`src/design/twsb_pkg.sv`:
```
// Shared constants, types and helper functions of the timing wheel slot balancer
package twsb_pkg;

    localparam int SLOTS      = 64;
    localparam int COUNT_BITS = 8;
    localparam int SLOT_BITS  = $clog2(SLOTS);

    localparam int DELAY_W  = 16;
    localparam int SLEEP_W  = 6;
    localparam int HINT_W   = 7;
    localparam int CHOSEN_W = 6;
    localparam int DRAIN_W  = 8;

    // slot plus offset always fits in 17 bits for SLOTS up to 1024
    localparam int SUM_W     = DELAY_W + 1;
    localparam int MOD_STEPS = SUM_W - SLOT_BITS + 1;
    localparam int STEP_W    = $clog2(MOD_STEPS);

    typedef logic [SLOT_BITS-1:0]  slot_t;
    typedef logic [COUNT_BITS-1:0] count_t;
    typedef logic [SUM_W-1:0]      sum_t;
    typedef logic [STEP_W-1:0]     step_t;
    typedef logic [SLEEP_W-1:0]    sleep_t;
    typedef logic [HINT_W-1:0]     hint_t;

    localparam sleep_t MAX_SLEEP_RST = 6'd19;
    localparam count_t COUNT_MAX     = {COUNT_BITS{1'b1}};
    localparam slot_t  LAST_SLOT     = SLOT_BITS'(SLOTS - 1);

    function automatic slot_t slot_inc(input slot_t s);
        return (s == LAST_SLOT) ? '0 : slot_t'(s + 1'b1);
    endfunction

    function automatic slot_t slot_dec(input slot_t s);
        return (s == '0) ? LAST_SLOT : slot_t'(s - 1'b1);
    endfunction

    function automatic logic [DRAIN_W-1:0] to_drain(input count_t c);
        if (32'(c) > 32'd255)
        begin
            return 8'hFF;
        end
        return DRAIN_W'(c);
    endfunction

endpackage

```
`src/design/twsb_ram.sv`:
```
// Generic single-write, single-read RAM with registered read data
module twsb_ram #(
    parameter int WIDTH = 8,
    parameter int DEPTH = 64
) (
    input  logic                     clk,
    input  logic                     we,
    input  logic [$clog2(DEPTH)-1:0] waddr,
    input  logic [WIDTH-1:0]         wdata,
    input  logic [$clog2(DEPTH)-1:0] raddr,
    output logic [WIDTH-1:0]         rdata
);

    logic [WIDTH-1:0] mem [DEPTH];
    logic [WIDTH-1:0] rdata_reg;

    always_ff @(posedge clk)
    begin
        if (we)
        begin
            mem[waddr] <= wdata;
        end
        rdata_reg <= mem[raddr];
    end

    assign rdata = rdata_reg;

endmodule

```
`src/design/twsb_modstep.sv`:
```
// One restoring step of the slot-count modulo reducer
module twsb_modstep import twsb_pkg::*; (
    input  sum_t  rem,
    input  step_t shift,
    output sum_t  rem_out
);

    sum_t divisor;

    // compare against SLOTS scaled by 2^shift, subtract when it fits
    assign divisor = sum_t'(SLOTS) << shift;
    assign rem_out = (rem >= divisor) ? sum_t'(rem - divisor) : rem;

endmodule

```
`src/design/timing_wheel_slot_balancer_unit.sv`:
```
// Timing wheel slot balancer: tick drain and balanced schedule under one sequencer
// Schedule adds MOD_STEPS (12 at 64 slots) reduction steps when the target wraps.
// Throughput: one word at a time; busy stays high until done strobes, set by the
//   one-slot-per-cycle nearest-busy scan and the single count RAM read port.
// Reset: counts read as zero through per-slot valid bits, pointer 0, max_sleep 19.
// done strobes one cycle per word; the receiver has no way to stall it.
module timing_wheel_slot_balancer_unit import twsb_pkg::*; (
    input  logic                clk,
    input  logic                rst_n,
    input  logic                start,
    output logic                busy,
    output logic                done,
    input  logic                operation,
    input  logic [DELAY_W-1:0]  delay_ticks,
    input  logic                initial_req,
    output logic [CHOSEN_W-1:0] chosen_slot,
    output logic [DRAIN_W-1:0]  drained_count,
    output logic [HINT_W-1:0]   sleep_ticks,
    output logic                count_saturated,
    input  logic                cfg_valid,
    output logic                cfg_ready,
    input  logic [SLEEP_W-1:0]  cfg_data
);

    // sequencer codes
    localparam logic [3:0] ST_IDLE    = 4'd0;
    localparam logic [3:0] ST_TICK_RD = 4'd1;
    localparam logic [3:0] ST_TICK_WR = 4'd2;
    localparam logic [3:0] ST_MOD     = 4'd3;
    localparam logic [3:0] ST_RD_T    = 4'd4;
    localparam logic [3:0] ST_RD_P    = 4'd5;
    localparam logic [3:0] ST_RD_N    = 4'd6;
    localparam logic [3:0] ST_PICK    = 4'd7;
    localparam logic [3:0] ST_SCAN    = 4'd8;

    // balancing choice codes
    localparam logic [1:0] PICK_TGT  = 2'd0;
    localparam logic [1:0] PICK_PREV = 2'd1;
    localparam logic [1:0] PICK_NEXT = 2'd2;

    // control state
    logic [3:0]       state_reg, state_next;
    slot_t            cur_reg, cur_next;
    sleep_t           ms_reg, ms_next;
    logic [SLOTS-1:0] valid_reg, valid_next;
    slot_t            iss_pos_reg, iss_pos_next;
    sleep_t           iss_cnt_reg, iss_cnt_next;
    sleep_t           chk_reg, chk_next;
    logic             pend_reg, pend_next;
    logic             done_reg, done_next;

    // payload state
    slot_t                real_reg, real_next;
    sum_t                 rem_reg, rem_next;
    step_t                step_reg, step_next;
    count_t               cnt_t_reg, cnt_t_next;
    count_t               cnt_p_reg, cnt_p_next;
    logic                 rd_valid_reg;
    logic [CHOSEN_W-1:0]  chosen_reg, chosen_next;
    logic [DRAIN_W-1:0]   drained_reg, drained_next;
    hint_t                hint_reg, hint_next;
    logic                 sat_reg, sat_next;

    // datapath
    sum_t   offset;
    sum_t   sum_acc;
    sum_t   rem_step;
    slot_t  red_slot;
    slot_t  clamp_slot;
    slot_t  prev_slot;
    slot_t  next_slot;
    slot_t  raddr;
    count_t ram_rdata;
    count_t rq_eff;
    logic [1:0] which;
    slot_t  pick_slot;
    count_t pick_cnt;
    logic   pick_sat;
    count_t pick_wdata;
    logic   ram_we;
    logic   scan_issue;
    sleep_t chk_inc;

    // Target offset: delay minus one, floored at 0 for new entries and 1 otherwise
    always_comb
    begin
        if (delay_ticks <= DELAY_W'(1))
        begin
            offset = initial_req ? '0 : sum_t'(1);
        end
        else
        begin
            offset = sum_t'(delay_ticks - 1'b1);
        end
    end

    assign sum_acc = sum_t'(cur_reg) + offset;

    // Shared compare-subtract unit: one quotient bit per cycle while wrapping
    twsb_modstep u_modstep (
        .rem     (rem_reg),
        .shift   (step_reg),
        .rem_out (rem_step)
    );

    // Clamp a wrapped target that lands on or past the pointer to the slot before it
    assign red_slot   = rem_step[SLOT_BITS-1:0];
    assign clamp_slot = (red_slot >= cur_reg) ? slot_dec(cur_reg) : red_slot;

    assign prev_slot = slot_dec(real_reg);
    assign next_slot = slot_inc(real_reg);

    // Never-written slots read as zero through their valid bit
    assign rq_eff = rd_valid_reg ? ram_rdata : '0;

    // Least-loaded neighbor; ties keep the target, then prefer the previous slot
    always_comb
    begin
        if (cnt_t_reg <= cnt_p_reg)
        begin
            which = (cnt_t_reg <= rq_eff) ? PICK_TGT : PICK_NEXT;
        end
        else
        begin
            which = (cnt_p_reg <= rq_eff) ? PICK_PREV : PICK_NEXT;
        end

        // Never move onto the current slot: keep the target then
        if (which == PICK_PREV && prev_slot != cur_reg)
        begin
            pick_slot = prev_slot;
            pick_cnt  = cnt_p_reg;
        end
        else if (which == PICK_NEXT && next_slot != cur_reg)
        begin
            pick_slot = next_slot;
            pick_cnt  = rq_eff;
        end
        else
        begin
            pick_slot = real_reg;
            pick_cnt  = cnt_t_reg;
        end
    end

    // Saturate a full slot instead of wrapping its count
    assign pick_sat   = (pick_cnt == COUNT_MAX);
    assign pick_wdata = pick_sat ? pick_cnt : count_t'(pick_cnt + 1'b1);
    assign ram_we     = (state_reg == ST_PICK);

    // Read address: one port shared by drain, three-way balance and scan
    always_comb
    begin
        unique case (state_reg)
            ST_TICK_RD: raddr = cur_reg;
            ST_RD_T:    raddr = real_reg;
            ST_RD_P:    raddr = prev_slot;
            ST_RD_N:    raddr = next_slot;
            default:    raddr = iss_pos_reg;
        endcase
    end

    twsb_ram #(
        .WIDTH (COUNT_BITS),
        .DEPTH (SLOTS)
    ) u_counts (
        .clk   (clk),
        .we    (ram_we),
        .waddr (pick_slot),
        .wdata (pick_wdata),
        .raddr (raddr),
        .rdata (ram_rdata)
    );

    // Scan issues one slot read per cycle and checks the one issued the cycle before
    assign scan_issue = (iss_cnt_reg < ms_reg);
    assign chk_inc    = sleep_t'(chk_reg + 1'b1);

    always_comb
    begin
        state_next   = state_reg;
        cur_next     = cur_reg;
        ms_next      = ms_reg;
        valid_next   = valid_reg;
        iss_pos_next = iss_pos_reg;
        iss_cnt_next = iss_cnt_reg;
        chk_next     = chk_reg;
        pend_next    = pend_reg;
        done_next    = 1'b0;
        real_next    = real_reg;
        rem_next     = rem_reg;
        step_next    = step_reg;
        cnt_t_next   = cnt_t_reg;
        cnt_p_next   = cnt_p_reg;
        chosen_next  = chosen_reg;
        drained_next = drained_reg;
        hint_next    = hint_reg;
        sat_next     = sat_reg;

        if (cfg_valid && cfg_ready)
        begin
            ms_next = cfg_data;
        end

        unique case (state_reg)
            ST_IDLE:
            begin
                if (start)
                begin
                    if (operation)
                    begin
                        state_next = ST_TICK_RD;
                    end
                    else if (sum_acc < sum_t'(SLOTS))
                    begin
                        real_next  = sum_acc[SLOT_BITS-1:0];
                        state_next = ST_RD_T;
                    end
                    else
                    begin
                        rem_next   = sum_acc;
                        step_next  = step_t'(MOD_STEPS - 1);
                        state_next = ST_MOD;
                    end
                end
            end
            ST_TICK_RD:
            begin
                state_next = ST_TICK_WR;
            end
            ST_TICK_WR:
            begin
                // drain the current slot, advance the pointer, start scanning there
                drained_next       = to_drain(rq_eff);
                chosen_next        = '0;
                sat_next           = 1'b0;
                valid_next[cur_reg] = 1'b0;
                cur_next           = slot_inc(cur_reg);
                iss_pos_next       = slot_inc(cur_reg);
                iss_cnt_next       = '0;
                chk_next           = '0;
                pend_next          = 1'b0;
                state_next         = ST_SCAN;
            end
            ST_MOD:
            begin
                rem_next  = rem_step;
                step_next = step_t'(step_reg - 1'b1);
                if (step_reg == '0)
                begin
                    real_next  = clamp_slot;
                    state_next = ST_RD_T;
                end
            end
            ST_RD_T:
            begin
                state_next = ST_RD_P;
            end
            ST_RD_P:
            begin
                cnt_t_next = rq_eff;
                state_next = ST_RD_N;
            end
            ST_RD_N:
            begin
                cnt_p_next = rq_eff;
                state_next = ST_PICK;
            end
            ST_PICK:
            begin
                valid_next[pick_slot] = 1'b1;
                chosen_next           = CHOSEN_W'(pick_slot);
                drained_next          = '0;
                sat_next              = pick_sat;
                iss_pos_next          = cur_reg;
                iss_cnt_next          = '0;
                chk_next              = '0;
                pend_next             = 1'b0;
                state_next            = ST_SCAN;
            end
            ST_SCAN:
            begin
                pend_next = scan_issue;
                if (scan_issue)
                begin
                    iss_cnt_next = sleep_t'(iss_cnt_reg + 1'b1);
                    iss_pos_next = slot_inc(iss_pos_reg);
                end

                if (pend_reg && rq_eff != '0)
                begin
                    hint_next  = hint_t'(chk_reg) + hint_t'(1);
                    done_next  = 1'b1;
                    state_next = ST_IDLE;
                end
                else if (pend_reg)
                begin
                    chk_next = chk_inc;
                    if (chk_inc == ms_reg)
                    begin
                        hint_next  = hint_t'(ms_reg) + hint_t'(1);
                        done_next  = 1'b1;
                        state_next = ST_IDLE;
                    end
                end
                else if (chk_reg == ms_reg)
                begin
                    // max_sleep of zero: nothing to search
                    hint_next  = hint_t'(ms_reg) + hint_t'(1);
                    done_next  = 1'b1;
                    state_next = ST_IDLE;
                end
            end
            default:
            begin
                state_next = ST_IDLE;
            end
        endcase
    end

    // Control registers: cleared by reset, except max_sleep, which resets to MAX_SLEEP_RST
    always_ff @(posedge clk or negedge rst_n)
    begin
        if (!rst_n)
        begin
            state_reg   <= ST_IDLE;
            cur_reg     <= '0;
            ms_reg      <= MAX_SLEEP_RST;
            valid_reg   <= '0;
            iss_pos_reg <= '0;
            iss_cnt_reg <= '0;
            chk_reg     <= '0;
            pend_reg    <= 1'b0;
            done_reg    <= 1'b0;
        end
        else
        begin
            state_reg   <= state_next;
            cur_reg     <= cur_next;
            ms_reg      <= ms_next;
            valid_reg   <= valid_next;
            iss_pos_reg <= iss_pos_next;
            iss_cnt_reg <= iss_cnt_next;
            chk_reg     <= chk_next;
            pend_reg    <= pend_next;
            done_reg    <= done_next;
        end
    end

    // Payload registers: no reset needed
    always_ff @(posedge clk)
    begin
        real_reg     <= real_next;
        rem_reg      <= rem_next;
        step_reg     <= step_next;
        cnt_t_reg    <= cnt_t_next;
        cnt_p_reg    <= cnt_p_next;
        rd_valid_reg <= valid_reg[raddr];
        chosen_reg   <= chosen_next;
        drained_reg  <= drained_next;
        hint_reg     <= hint_next;
        sat_reg      <= sat_next;
    end

    assign busy            = (state_reg != ST_IDLE);
    assign cfg_ready       = ~busy;
    assign done            = done_reg;
    assign chosen_slot     = chosen_reg;
    assign drained_count   = drained_reg;
    assign sleep_ticks     = hint_reg;
    assign count_saturated = sat_reg;

endmodule

```
`config.mk`:
```
export PLATFORM = sky130hd
export DESIGN_NAME = timing_wheel_slot_balancer_unit
export DESIGN_NICKNAME = d
export VERILOG_FILES = /design/src/design/twsb_pkg.sv /design/src/design/twsb_ram.sv /design/src/design/twsb_modstep.sv /design/src/design/timing_wheel_slot_balancer_unit.sv
export SDC_FILE = /design/constraint.sdc
export NUM_CORES = 1
export LEC_CHECK = 0
export BUFFER_PORTS_ARGS = -buffer_cell sky130_fd_sc_hd__buf_2
export CAP_MARGIN = 20
export CORE_MARGIN = 2
export CORE_UTILIZATION = 40
export DETAILED_ROUTE_END_ITERATION = 8
export GPL_TIMING_DRIVEN = 0
export PLACE_DENSITY = 0.66
export SLEW_MARGIN = 30
export SYNTH_ARGS = -nofsm -noshare
export SYNTH_HDL_FRONTEND = slang
export SYNTH_HIERARCHICAL = 1
export SYNTH_SLANG_ARGS = --single-unit
```
`constraint.sdc`:
```
create_clock -name clk -period 6.02 [get_ports clk]
set_clock_uncertainty 0.2 [all_clocks]
set_input_delay 0.602 -clock clk [delete_from_list [all_inputs] [get_ports clk]]
set_output_delay 0.602 -clock clk [all_outputs]
set_load 0.01 [all_outputs]
```
-- Word level (Yosys, flattened, before mapping)
Memory sizes are Yosys's and may differ from the RTL's. A register that Yosys moved wholly into a read port is not among the register bits.
Cells that the tools add are included.
- word-level logic and storage cells: 179
- RAM bits: 512
- output and inout port bits: 25
- input port bits: 28
- register bits: 166
- memories kept: 1
- eq/ne operators: 30
- add/subtract/negate cells: 14
- reductions and logical operators: 26
- magnitude comparators: 13
- shift-type cells: 1
- mux-type cells: 70
- bitwise gates (word level): 4
- memories (memory ; words ; width ; read ports ; clocked after memory_dff ; write ports ; RTL line ; RTL):
    u_counts.mem ; 64 ; 8 ; 1 ; 1 ; 1 ; twsb_ram.sv:14 ; logic [WIDTH-1:0] mem [DEPTH];
- operator list (operator ; number):
    one-hot mux 64 bit (2 select lines) ; 1
    two-way mux 6 bit ; 16
    two-way mux 17 bit ; 5
    bitwise AND 64 bit ; 1
    inverter 64 bit ; 1
    OR 64 bit ; 1
    one-hot mux 6 bit (2 select lines) ; 4
    two-way mux 4 bit ; 9
    one-hot mux 17 bit (2 select lines) ; 1
    two-way mux 8 bit ; 4
    one-hot mux 4 bit (8 select lines) ; 1
    adder 6 x 1 -> 6 bit, second input constant ; 5
    two-way mux 7 bit ; 4
    <= comparator 8 bit ; 3
    one-hot mux 6 bit (4 select lines) ; 1
    < comparator 6 x 7 -> 1 bit, second input constant ; 3
    == test 6 bit, second input constant ; 3
    one-hot mux 6 bit (3 select lines) ; 1
    adder 6 x 17 -> 17 bit ; 1
    >= comparator 17 bit ; 1
    < comparator 17 x 7 -> 1 bit, second input constant ; 1
    << shifter 7 x 4 -> 17 bit, first input constant ; 1
    subtractor 16 x 1 -> 17 bit, second input constant ; 1
    subtractor 17 bit ; 1
    42 further kinds ; 88

-- Depth between registers and ports, before layout
Gate-level depths: netlist of run 1.
- depth in word-level cells: 14
- depth in mapped cells: 19
- mapped depth without buffers: 16

-- Modules after synthesis
Netlist of run 1, hierarchy kept.
- by module, submodules not included (module ; area an instance (um^2) ; sequential area each (um^2) ; cells an instance ; times used):
    twsb_ram ; 20166.8 ; 15534.9 ; 940 ; 1
    timing_wheel_slot_balancer_unit ; 11309.6 ; 4478.0 ; 1264 ; 1
    twsb_modstep ; 917.1 ; 0.0 ; 118 ; 1

-- Least setup slack after synthesis of run 1
No wires, ideal clock.
- path type: register to register
- from: register real_reg[0]
- to: memory u_counts.mem[0][3] (data pin)
- data arrival time: 5.487 ns
- library setup time: 0.588 ns
- slack: -0.255 ns
- path buffers: 4
- period minus slack after synthesis: 6.275 ns
- stages on the path, launching flop included: 17
- data required time: 5.232 ns
- path through: edfxtp_1 buf_2 inv_1 ha_1 or3b_1 o31ai_4 xnor2_1 nor3_4 a311o_2 buf_6 buf_6 a31oi_1 ha_1 nand3_1 or2_1 buf_2 a31oi_1
- word-level cells in the longest chain between the ends: 8
- elaborated cells on any way between the ends: 15
- classes of those cells: add/sub (3); eq/ne (4); mux (5); reduce/logical (3)
- RTL lines (what ; RTL line ; RTL):
    start: declaration ; timing_wheel_slot_balancer_unit.sv:53 ; slot_t real_reg, real_next;
    start signal: assignment ; timing_wheel_slot_balancer_unit.sv:353 ; real_reg <= real_next;
    adder 6 x 1 -> 6 bit or == test 6 bit (tied branches) ; twsb_pkg.sv:31 ; return (s == LAST_SLOT) ? '0 : slot_t'(s + 1'b1);
    two-way mux 6 bit ; twsb_pkg.sv:31 ;
    != test 6 bit ; timing_wheel_slot_balancer_unit.sv:134 ; else if (which == PICK_NEXT && next_slot != cur_reg)
    logical AND 1 bit ; timing_wheel_slot_balancer_unit.sv:134 ;
    two-way mux 8 bit ; timing_wheel_slot_balancer_unit.sv:134 ;
    two-way mux 8 bit (*) ; timing_wheel_slot_balancer_unit.sv:129 ; if (which == PICK_PREV && prev_slot != cur_reg)
    adder 8 x 1 -> 8 bit or == test 8 bit (tied branches) ; timing_wheel_slot_balancer_unit.sv:148, timing_wheel_slot_balancer_unit.sv:147 ;
    two-way mux 8 bit (*) ; timing_wheel_slot_balancer_unit.sv:148 ; assign pick_wdata = pick_sat ? pick_cnt : count_t'(pick_cnt + 1'b1);
    named net pick_wdata[3] ; timing_wheel_slot_balancer_unit.sv:79 ; count_t pick_wdata;
    end: declaration ; twsb_ram.sv:14 ;
Mark *: on every way through the listed nets, which the timed path passes. The rest lies on a longest branch.

-- Worst setup path in the final report of run 1
- from: register rd_valid_reg
- to: memory u_counts.mem[53][3] (enable)
- word-level cells in the longest chain between the ends: 8
- elaborated cells on any way between the ends: 12
- classes of those cells: order compare (2); eq/ne (2); mux (6); reduce/logical (2)
- RTL lines (what ; RTL line ; RTL):
    start: declaration ; timing_wheel_slot_balancer_unit.sv:58 ; logic rd_valid_reg;
    start signal: assignment ; timing_wheel_slot_balancer_unit.sv:358 ; rd_valid_reg <= valid_reg[raddr];
    two-way mux 8 bit (*) ; timing_wheel_slot_balancer_unit.sv:114 ; assign rq_eff = rd_valid_reg ? ram_rdata : '0;
    <= comparator 8 bit (on tied branches) ; timing_wheel_slot_balancer_unit.sv:125, timing_wheel_slot_balancer_unit.sv:121 ;
    two-way mux 2 bit (on tied branches) ; timing_wheel_slot_balancer_unit.sv:125, timing_wheel_slot_balancer_unit.sv:121 ;
    two-way mux 2 bit (*) ; timing_wheel_slot_balancer_unit.sv:119 ; if (cnt_t_reg <= cnt_p_reg)
    == test 2 bit ; timing_wheel_slot_balancer_unit.sv:134 ;
    logical AND 1 bit ; timing_wheel_slot_balancer_unit.sv:134 ;
    two-way mux 6 bit ; timing_wheel_slot_balancer_unit.sv:134 ;
    two-way mux 6 bit (*) ; timing_wheel_slot_balancer_unit.sv:129 ;
    named net pick_slot[5] ; timing_wheel_slot_balancer_unit.sv:76 ; slot_t pick_slot;
Marked as above.

==> reports/qor.yml, run 1 <==
critical_path:
  crit_path_max_incr_delay_ns: 0.77
  path_cells: "clkbuf_1, nand2_1, ha_1, nor2b_1, o211ai_1, a21oi_1, o22a_1, mux2i_1, clkbuf_1, nor3_1, o31a_1, inv_1, nor2b_1, nand4_1, nor2_1"
  arrival_ns: 5.95
  worst-path-max-fanout: 11
  critPathBufInv: 3
  crit_type: "reg -> reg"
  cp-start-kind: "register"
  cpMaxStageDelayCell: "nor2_1"
  end_kind: "register"
  crit_family: "simple AND/OR/NAND/NOR gates"
  critPathRequiredTime_ns: 6.07
layout:
  drive_gt1_frac: 0.2068
  largest_reg_flops: 512
  fill_cells: 6679
  antennaDiodeCount: 0
  finalNonFillerCells: 3410
  syn2layout_area_growth_pct: 14.79
  nets: 2396
floorplanning:
  die_area_sq_mm: 0.07966
  rows: 102
  core_sq_mm: 0.07708
  die_h_um: 282.2
  die_x_um: 282.2
  ioPinCount: 53
  start_util: 0.4017
global_routing:
  grt_max_degree: 65
  grt_overflow: 0
  grt_first_pass_wirelength_um: 122300
  track_usage: 0.2053
  first_global_vias: 19685
  antenna_found_initial: 2
timing:
  max_freq_ghz: 0.1695
  fin_crit_sh: 0.9798
  relSlewSlack: 0.3093
  hold_viol_final: 0
  fin_crit_ns: 5.899
  rsz0062_at_grt: "true"
  holdWs_ns: 0.02770
  setup_violations: 0
  worst_slew_pin_slew_ns: 1.036
  setup_tns_ns: 0
  finalMaxSlewViolations: 0
yosys:
  syn-num-nets: 2249
  synthesis.area_sq_mm: 0.03097
  synthCells: 2167
  syn-mean-instance-area_sq_um: 14.29
  yosys_warnings: 6
pwr:
  ir_worst_vdd_uv: 334.4
  p_leak_uw: 0.01224
  power_density_mw_per_mm2: 556.0
detailed_routing:
  routed_wl_um: 82330
  vias: 20133
  drtIter0Drc: 2418
  postRouteAntennaNets: 0
  avgViaCountPerCell: 5.904
  drc_errors: 0
  wire_per_inst_um: 24.14
  drt-pass1-iter-count: 9
clock_tree:
  cts_tree: "built"
  cts.clk_slew.worst_paths_ns: 0.06
  cts_root_buffer: "clkbuf_16"
  cts_buffers: 69
  clock_latency_ns: 0.62
  cts_htree_levels: 3
  clock-sinks: 675
  cts_buffer_depth: 3
job:
  drv_cap: 0
outcome:
  outcome: "finished, final reports clean"
placed_design:
  portBuffers: 49
  gp_congestion: 0.9310
  dpl.hpwl_um: 56890
  dp.cells: 3270
min_path:
  min_path_type: "in -> reg"
-- stage by stage --
stage	worst slack, ns	instance area [sq um]	utilization	power, uW
floorplan	0.01505	30970	-	12020
global placement	-2.439	32520	0.4219	14830
detailed placement	-0.2992	32940	0.4273	15180
CTS	-0.06279	35250	0.4573	19490
global route	-0.1517	35550	0.4612	20500
finish	0.1214	35550	0.4612	19760
-- worst register-to-register path: cells and delay by family, from the launching register on --
family          cells  cell delay, ns
compound gates      4            0.93
simple gates        6            1.96
flops               1            0.34
mux                 1            0.32
fa+ha+maj           1            0.37
buf+inv             3            1.41
-- power breakdown --
part	switching (uW)	total [uW]	internal [uW]
clock	1810	4290	2480
sequential	211	6160	5940
combinational	5830	9320	3480
total	7860	19800	11900
-- cells in the final DEF, fill, tap and decap left out, drive strengths merged, types with 29 or more instances in the layout --
cell type  instances
a21oi             84
buf              132
clkbuf           150
clkinv            29
dfrtp             97
edfxtp           566
ha                53
inv               56
mux2i             84
mux4             126
nand2            150
nand2b            29
nand3             63
nor2             188
nor3              37
o21ai            143
xnor2             37
-- repair_timing --
item | in CTS | in global routing
gates resized for setup | 20 | 51
endpoints found under the setup margin | 256 | 680
pin swaps | 0 | 3
hold buffers | 1 | 0
endpoints found under the hold margin | 46 | 0
buffers inserted | 0 | 16
-- path summary, 6_finish.rpt --
path / from / to / slack (ns) / depth (start not counted)
min in group asynchronous: rst_n / valid_reg[26]$_DFFE_PN0P_ / 0.30 / 2
max: rd_valid_reg$_DFF_P_ / u_counts/mem[53][3]$_DFFE_PP_ / 0.12 / 15
min: cfg_data[0] / ms_reg[0]$_DFFE_PN1P_ / 0.03 / 2
max reg2reg: rd_valid_reg$_DFF_P_ / u_counts/mem[53][3]$_DFFE_PP_ / 0.12 / 15
min reg2reg: valid_reg[12]$_DFFE_PN0P_ / valid_reg[12]$_DFFE_PN0P_ / 0.29 / 1
max in group asynchronous: rst_n / ms_reg[4]$_DFFE_PN1P_ / 4.61 / 3
-- area by class of cell --
| type | instances | area [sq um] | area share |
|---|---|---|---|
| plain buffers | 115 | 614.3 | 0.01728 |
| well taps | 1040 | 1301 | 0.03660 |
| flip-flops and latches | 675 | 19680 | 0.5537 |
| repair buffers | 80 | 691.9 | 0.01946 |
| multi-input cells | 1318 | 10790 | 0.3036 |
| clock inverters | 39 | 425.4 | 0.01197 |
| clock buffers | 88 | 1829 | 0.05146 |
| inverters | 55 | 210.2 | 0.005913 |
-- metal layers --
metal	vias to the layer above	GRT usage	part of all wire
met5	-	0	0.00015
met4	2	0.08316	0.038
met3	183	0.03667	0.084
met2	1074	0.3301	0.48
met1	10191	0.2768	0.40
li1	8683	-	-
(Power assumes the default switching activity.)
==> run 2, diff against run 1 <==
--- a/config.mk
+++ b/config.mk
@@ -11,7 +11,7 @@
 export CORE_UTILIZATION = 40
 export DETAILED_ROUTE_END_ITERATION = 8
 export GPL_TIMING_DRIVEN = 0
-export PLACE_DENSITY = 0.66
+export PLACE_DENSITY_LB_ADDON = 0.1
 export SLEW_MARGIN = 30
 export SYNTH_ARGS = -nofsm -noshare
 export SYNTH_HDL_FRONTEND = slang
==> run 2 against run 1 <==
Against the previous run: critical path type unchanged; core utilization is 0.36 points higher; routed wire length is 6.5% higher; setup slack better by 0.011 ns; largest cell class unchanged; via count is 2.5% lower; register-to-register slack hardly changed; clock power hardly changed; critical path depth is 2 higher; combinational power is 0.8% higher.
==> reports/qor.yml, run 2 (same netlist as run 1, synthesis figures left out) <==
outcome:
  outcome: "finished, final reports clean"
detailed_routing:
  avgViaCountPerCell: 5.750
  vias: 19637
  postRouteAntennaNets: 0
  top_layer: "met4"
  wl_met3_um: 5795
  drc_errors: 0
  drtIter0Drc: 1844
  drt-pass1-iter-count: 5
  wl_met2_um: 40140
  routed_wl_um: 87650
  wire_per_inst_um: 25.67
  wl_met1_um: 39620
layout:
  largest_reg_flops: 512
  nets: 2400
  seq_area_sq_mm: 0.01968
  layout.cells.most_common_list: "edfxtp_1, nand2_1, o21ai_0"
  fill_cells: 6779
  drive_gt1_frac: 0.2126
  finalNonFillerCells: 3415
  antennaDiodeCount: 0
  multi_input_area_sq_mm: 0.01101
  final_area_sq_mm: 0.03582
  layout_commonest_cell: "edfxtp_1"
  syn2layout_area_growth_pct: 15.68
clock_tree:
  clock_latency_ns: 0.62
  cts_root_buffer: "clkbuf_16"
  cts_buffers: 74
  clock-sinks: 675
  cts_buffer_depth: 3
  cts.clk_slew.worst_paths_ns: 0.06
  cts_tree: "built"
  cts_htree_levels: 3
global_routing:
  grt_max_degree: 65
  track_usage: 0.2228
  grt_overflow: 0
  first_global_vias: 19658
  grt_first_pass_wirelength_um: 129800
  antenna_found_initial: 6
pwr:
  ir_worst_vdd_uv: 268.3
  power_density_mw_per_mm2: 554.0
  p_leak_uw: 0.01226
critical_path:
  crit_path_max_incr_delay_ns: 0.67
  end_kind: "register"
  critPathBufInv: 7
  crit_top_cell: "buf_2"
  crit_type: "reg -> reg"
  cpMaxStageDelayCell: "clkbuf_1"
  crit_family: "buffers and inverters"
  worst-path-max-fanout: 10
  arrival_ns: 6.23
  path_cells: "buf_2, inv_1, ha_1, nand3b_1, o21ai_0, a32oi_1, o22a_1, o22ai_1, clkbuf_1, buf_2, buf_2, buf_1, clkbuf_1, o221ai_1, o21ai_0, o311ai_1, nand2_1"
  critPathRequiredTime_ns: 6.37
  cp-start-kind: "register"
floorplanning:
  die_area_sq_mm: 0.07966
  ioPinCount: 53
  die_h_um: 282.2
  rows: 102
  die_x_um: 282.2
  core_sq_mm: 0.07708
  start_util: 0.4017
timing:
  fin_crit_sh: 0.9779
  holdWs_ns: 0.04167
  relSlewSlack: 0.3406
  fin_ws_ns: 0.1329
  fin_crit_ns: 5.887
  max_freq_ghz: 0.1699
  finalMaxSlewViolations: 0
  setup_violations: 0
  worst_slew_pin_slew_ns: 0.9891
  hold_viol_final: 0
placed_design:
  post-place-ws_ns: -0.4453
  dp.cells: 3273
  portBuffers: 49
  gp_congestion: 0.8786
  dpl.hpwl_um: 60740
  postPlaceCellArea_sq_mm: 0.03298
min_path:
  min_path_type: "in -> reg"
job:
  drv_cap: 0
==> run 2: through the flow <==
stage | power [uW] | TNS, ns | util
2_1_floorplan | 12020 | 0 | -
3_3_place_gp | 15180 | -1114.05 | 0.4219
3_5_place_dp | 15470 | -89.05 | 0.4279
4_1_cts | 19900 | -8.246 | 0.4620
5_1_grt | 20760 | -0.002415 | 0.4647
6_report | 19850 | 0 | 0.4647
==> run 2: final timing paths <==
path | start | cells after the start | end | slack [ns]
min | cfg_data[5] | 2 | ms_reg[5]$_DFFE_PN0P_ | 0.04
max reg2reg | real_reg[0]$_DFFE_PP_ | 17 | u_counts/rdata[7]$_DFF_P_ | 0.13
min in group asynchronous | rst_n | 2 | valid_reg[17]$_DFFE_PN0P_ | 0.32
max in group asynchronous | rst_n | 3 | ms_reg[1]$_DFFE_PN1P_ | 4.61
max | real_reg[0]$_DFFE_PP_ | 17 | u_counts/rdata[7]$_DFF_P_ | 0.13
min reg2reg | valid_reg[11]$_DFFE_PN0P_ | 2 | valid_reg[11]$_DFFE_PN0P_ | 0.29
==> run 2: routing by layer <==
layer,up-vias,track usage
li1,8698,-
met1,10173,0.3225
met2,640,0.3464
met3,126,0.03742
met4,0,0.06607
met5,-,0
==> run 2: report_power, final <==
part,switching [uW],internal (uW),leakage [uW]
Clock,1890,2400,0.00111
Sequential,220,5950,0.00659
Combinational,5950,3440,0.00456
Total,8050,11800,0.0123
==> run 2: layout make-up <==
class                      count  share of cell area
multi-input combinational   1319              0.3074
buffer                       113             0.01687
inverter                      55            0.005972
sequential                   675              0.5494
tap                         1040             0.03632
clock buffer                  96             0.05571
clock inverter                37            0.008208
timing repair buffer          80             0.02008
==> run 2: what timing repair did <==
action / in CTS / in global routing
cloned: 1 / 0
gates resized for setup: 75 / 43
setup buffers: 3 / 5
pin swaps: 3 / 5
hold buffers: 6 / 0
hold endpoints to repair: 58 / 0
setup endpoints to repair: 495 / 712
